===== src/sv/bdrs_pkg.sv =====
`timescale 1ns / 1ps
// ----------------------------------------------------------------------------
// bdrs_pkg
// Shared sizes, state encoding and controller/datapath interface types for
// the block decomposed range sum unit.
// ----------------------------------------------------------------------------
package bdrs_pkg;

	localparam int NUM_ELEMENTS = 1024;
	localparam int BLOCK_SIZE   = 32;
	localparam int NUM_BLOCKS   = (NUM_ELEMENTS + BLOCK_SIZE - 1) / BLOCK_SIZE;

	localparam int IDX_W   = 10;
	localparam int DATA_W  = 32;
	localparam int ADDR_W  = (NUM_ELEMENTS > 1) ? $clog2(NUM_ELEMENTS) : 1;
	localparam int POS_W   = ADDR_W + 1;
	localparam int BLK_SH  = $clog2(BLOCK_SIZE);
	localparam int BADDR_W = (NUM_BLOCKS > 1) ? $clog2(NUM_BLOCKS) : 1;

	typedef enum logic [2:0] {
		ST_CLEAR,
		ST_IDLE,
		ST_DECODE,
		ST_UPD_WR,
		ST_Q_RUN,
		ST_Q_DONE
	} state_t;

	// controller -> datapath
	typedef struct packed {
		logic load;      // capture an input transfer
		logic clr_step;  // write zero at the sweep position, advance
		logic upd_wr;    // write element and adjusted block sum
		logic q_issue;   // read next piece of the range, advance
		logic out_load;  // move the sum into the output register
	} dp_cmd_t;

	// datapath -> controller
	typedef struct packed {
		logic is_upd;    // captured item is a point update
		logic skip;      // item needs no memory walk
		logic done;      // walk position is past the range end
		logic clr_last;  // sweep is at the last element
	} dp_stat_t;

endpackage


===== src/sv/bdrs_ctrl.sv =====
`timescale 1ns / 1ps
// ----------------------------------------------------------------------------
// bdrs_ctrl
// Sequencer for clear sweep, point updates and range walks; owns the input
// stall and the output valid flag.
// ----------------------------------------------------------------------------
module bdrs_ctrl (
	input  logic               clk,
	input  logic               arst_n,
	input  logic               in_valid,
	output logic               in_stall,
	output logic               out_valid,
	input  logic               out_stall,
	input  bdrs_pkg::dp_stat_t stat,
	output bdrs_pkg::dp_cmd_t  cmd
);

	bdrs_pkg::state_t state_q;
	bdrs_pkg::state_t state_d;
	logic             out_valid_q;

	always_ff @(posedge clk or negedge arst_n) begin
		if (!arst_n) begin
			state_q <= bdrs_pkg::ST_CLEAR;
		end else begin
			state_q <= state_d;
		end
	end

	// next state and commands
	always_comb begin
		state_d = state_q;
		cmd     = '0;
		unique case (state_q)
			bdrs_pkg::ST_CLEAR: begin
				cmd.clr_step = 1'b1;
				if (stat.clr_last) begin
					state_d = bdrs_pkg::ST_IDLE;
				end
			end
			bdrs_pkg::ST_IDLE: begin
				if (in_valid) begin
					cmd.load = 1'b1;
					state_d  = bdrs_pkg::ST_DECODE;
				end
			end
			bdrs_pkg::ST_DECODE: begin
				if (stat.is_upd) begin
					state_d = stat.skip ? bdrs_pkg::ST_IDLE : bdrs_pkg::ST_UPD_WR;
				end else begin
					state_d = stat.skip ? bdrs_pkg::ST_Q_DONE : bdrs_pkg::ST_Q_RUN;
				end
			end
			bdrs_pkg::ST_UPD_WR: begin
				cmd.upd_wr = 1'b1;
				state_d    = bdrs_pkg::ST_IDLE;
			end
			bdrs_pkg::ST_Q_RUN: begin
				// last pending read lands in the accumulator on the done cycle
				if (stat.done) begin
					state_d = bdrs_pkg::ST_Q_DONE;
				end else begin
					cmd.q_issue = 1'b1;
				end
			end
			bdrs_pkg::ST_Q_DONE: begin
				if (!out_valid_q || !out_stall) begin
					cmd.out_load = 1'b1;
					state_d      = bdrs_pkg::ST_IDLE;
				end
			end
			default: begin
				state_d = bdrs_pkg::ST_CLEAR;
			end
		endcase
	end

	// output valid: set on load, dropped after the transfer
	always_ff @(posedge clk or negedge arst_n) begin
		if (!arst_n) begin
			out_valid_q <= 1'b0;
		end else if (cmd.out_load) begin
			out_valid_q <= 1'b1;
		end else if (!out_stall) begin
			out_valid_q <= 1'b0;
		end
	end

	assign out_valid = out_valid_q;
	assign in_stall  = state_q != bdrs_pkg::ST_IDLE;

endmodule


===== config.mk =====
export PLATFORM = sky130hd
export DESIGN_NAME = bdrs_ctrl
export DESIGN_NICKNAME = d
export VERILOG_FILES = /design/src/sv/bdrs_pkg.sv /design/src/sv/bdrs_ctrl.sv
export SDC_FILE = /design/constraint.sdc
export NUM_CORES = 1
export LEC_CHECK = 0
export BUFFER_PORTS_ARGS = -buffer_cell sky130_fd_sc_hd__buf_2
export CORE_AREA = 2 2 39 41
export CTS_CLUSTER_DIAMETER = 40
export CTS_CLUSTER_SIZE = 16
export DETAILED_ROUTE_END_ITERATION = 7
export DIE_AREA = 0 0 41 43
export HOLD_SLACK_MARGIN = 0.02
export PLACE_DENSITY = 0.48
export SLEW_MARGIN = 15
export SYNTH_ARGS = -nofsm -noshare
export SYNTH_HDL_FRONTEND = slang
export SYNTH_SLANG_ARGS = --single-unit

===== constraint.sdc =====
create_clock -name clk -period 2.45 [get_ports clk]
set_input_delay 0.245 -clock clk [delete_from_list [all_inputs] [get_ports clk]]
set_output_delay 0.245 -clock clk [all_outputs]
set_load 0.05 [all_outputs]

==> impl_metrics.csv <==
group,metric,value,unit
outcome,status,"finished clean",
yosys,synth_cell_types,17,
routing,detail_route.wl_per_cell,9.286,um
clock_network,clock_path_buffers,2,
routing,viasPerCell,4.159,
sta,skew,0.002065,ns
layout,stdcell_area,352.8,um2
layout,n_antenna_cell,0,
place,port_buffers,14,
floorplan,die-area,0.001763,mm2
worst_hold_path,hp-class,"in -> reg",
global_route,grt_use_total,8.687,%
global_route,grt_pass1_vias,248,
routing,vias,262,
floorplan,rows,14,
routing,postRouteAntennaNets,0,
floorplan,core_area,0.001384,mm2
pwr,p_leak,0.1874,nW
worst_setup_path,max_stage_delay,0.49,ns
pwr,power,0.0004844,W
yosys,synthesis.nets,39,
routing,wl,585,um
layout,layout_commonest_cell,"buf_2",
clock_network,clk_latency,0.23,ns
clock_network,ctsResizeCount,0,
floorplan,io_pins,15,
worst_setup_path,critPathMaxFanout,13,
yosys,syn_area,246.5,um2
layout,fin_util,25.50,%
yosys,synth_area_leaders,"dfrtp_1 (41%), nand3_1 (8.1%), a21oi_1 (6.1%)",
global_route,grt.overflow.total,0,
yosys,syn_avg_cell_area,7.951,um2
worst_setup_path,cp-start-kind,"flip-flop",
sta,hold_violations,0,
flow_run,drv_cap,0,
worst_setup_path,path_buf_inv,1,
worst_hold_path,hold_path_depth,3,
clock_network,cts_buffers,3,
clock_network,cts-root-buf,"clkbuf_4",
yosys,yosys_warnings,0,
worst_setup_path,arrival,1.33,ns
pwr,power.density,1373,mW/mm2
routing,first_pass_iters,4,
worst_setup_path,worst_path_max_delay_cell,"dfrtp_1",
yosys,ys_ff_latch,4,
yosys,synth_top_cell_area_share,40.61,%
sta,max_freq,634.3,MHz
worst_setup_path,crit_family,"flip-flops",
sta,timing.final.crit_share,64.35,%
yosys,syn_inst,31,
floorplan,die_w,41,um
clock_network,clock-sinks,4,
sta,slew_headroom,76.53,%
sta,tightest_slew,0.3520,ns
worst_setup_path,critPathKind,"reg -> out",
routing,drt_iter0_drc,3,
worst_setup_path,path_cells,"nor4_1, buf_2",
sta,rsz0062_at_grt,"false",
place,globalplace.congestion,0.6127,
yosys,yosysTopAreaCell,"dfrtp_1",
clock_network,cts_max_level,1,
sta,finalSetupTns,0,ns
layout,nets,57,
floorplan,die_height,43,um
worst_setup_path,worst-path-stages,2,
global_route,grt_pass1_wl,1007,um
floorplan,start_util,17.81,%
sta,maxSlewViolCount,0,
worst_setup_path,cp.required,2.20,ns
yosys,ys_seq_area_share,40.61,%
global_route,grt_max_degree,14,
sta,min_period,1.577,ns
worst_setup_path,worstSetupEndpointType,"primary output",
routing,drcViolationCount,0,
clock_network,cts_tree,"yes",
layout,drive_above_1_share,40.43,%
sta,setup_violations,0,
worst_setup_path,rr_worst_depth,2,
place,placed_area,320.3,um2
clock_network,clk_pin_slew,0.04,ns
layout,final_cell_mix,"buf_2 (14), nand3_1 (4), dfrtp_1 (4)",
global_route,antenna_found_initial,0,
pwr,peakVddDrop,0.0003161,V
layout,synthToLayoutAreaGrowth,43.15,%
==> registers in the layout, indices dropped and copies added, names as in the netlist <==
register and cells:
out_valid 1, state_q 3
==> cell usage after synthesis <==
library cell,number
dfrtp_1,4
nand3_1,4
a21oi_1,3
nand2_1,3
nor2_1,3
nor3_1,2
nor4_1,2
a31o_1,1
and3_1,1
buf_2,1
buf_6,1
inv_1,1
inv_2,1
inv_4,1
o21ai_0,1
o311a_1,1
or3_1,1
==> where the power goes <==
group | leakage (nW) | internal, W | switching [W] | total [W]
Combinational | 0.122 | 0.0000703 | 0.000200 | 0.000270
Clock | 0.0138 | 0.0000545 | 0.0000226 | 0.0000771
Sequential | 0.0512 | 0.0000887 | 0.0000484 | 0.000137
==> through the flow <==
stage,worst slack [ns],hold WS (ns),std cells
after CTS,0.8678,0.2577,63
final,0.8735,0.2675,63
after global routing,0.7895,0.3011,63
after floorplan,0.1230,-0.05059,31
after detailed placement,1.119,0.05136,59
after global placement,1.124,0.05159,59
==> worst min-delay path, cell delays in order <==
cell     delay (ns)
buf_2          0.09
nand2_1        0.06
nand2_1        0.06
==> cells by family (layout without fill, tap and decap cells) <==
| logic type | count (synthesis) | after routing | synth area share [%] |
|---|---|---|---|
| AND/OR/NAND/NOR | 16 | 16 | 31.47 |
| AO/OA/AOI/OAI | 6 | 6 | 15.73 |
| buffers and inverters | 5 | 21 | 12.18 |
| flip-flops | 4 | 4 | 40.61 |
==> timing repair <==
| action | in CTS | in global routing |
|---|---|---|
| hold endpoints to repair | 4 | 0 |
| buffers inserted | 0 | 0 |
| hold buffers | 1 | 0 |
==> final timing paths <==
kind | from | endpoint | slack, ns
max | state_q[0] | cmd[1] | 0.87
max in group asynchronous | arst_n | state_q[2] | 1.98
min reg2reg | out_valid | out_valid | 0.52
max reg2reg | state_q[0] | state_q[0] | 1.29
min | out_stall | out_valid | 0.27
min in group asynchronous | arst_n | state_q[1] | 0.36
==> area by class of cell <==
class / count / area (um2)
fill: 160 / 1031
multi-input combinational: 22 / 116.4
sequential: 4 / 100.1
timing repair buffer: 15 / 80.08
clock buffer: 3 / 22.52
tap: 16 / 20.02
inverter: 3 / 13.76
==> layer usage <==
metal | global-route usage, % | share of wire [%] | vias up
met5 | 0 | 0 | -
met4 | 8.000 | 0 | 0
met3 | 1.571 | 8.9 | 0
met2 | 10.94 | 46 | 9
met1 | 11.80 | 45 | 110
li1 | - | - | 143
No activity file was read; power rests on OpenSTA's default activity.
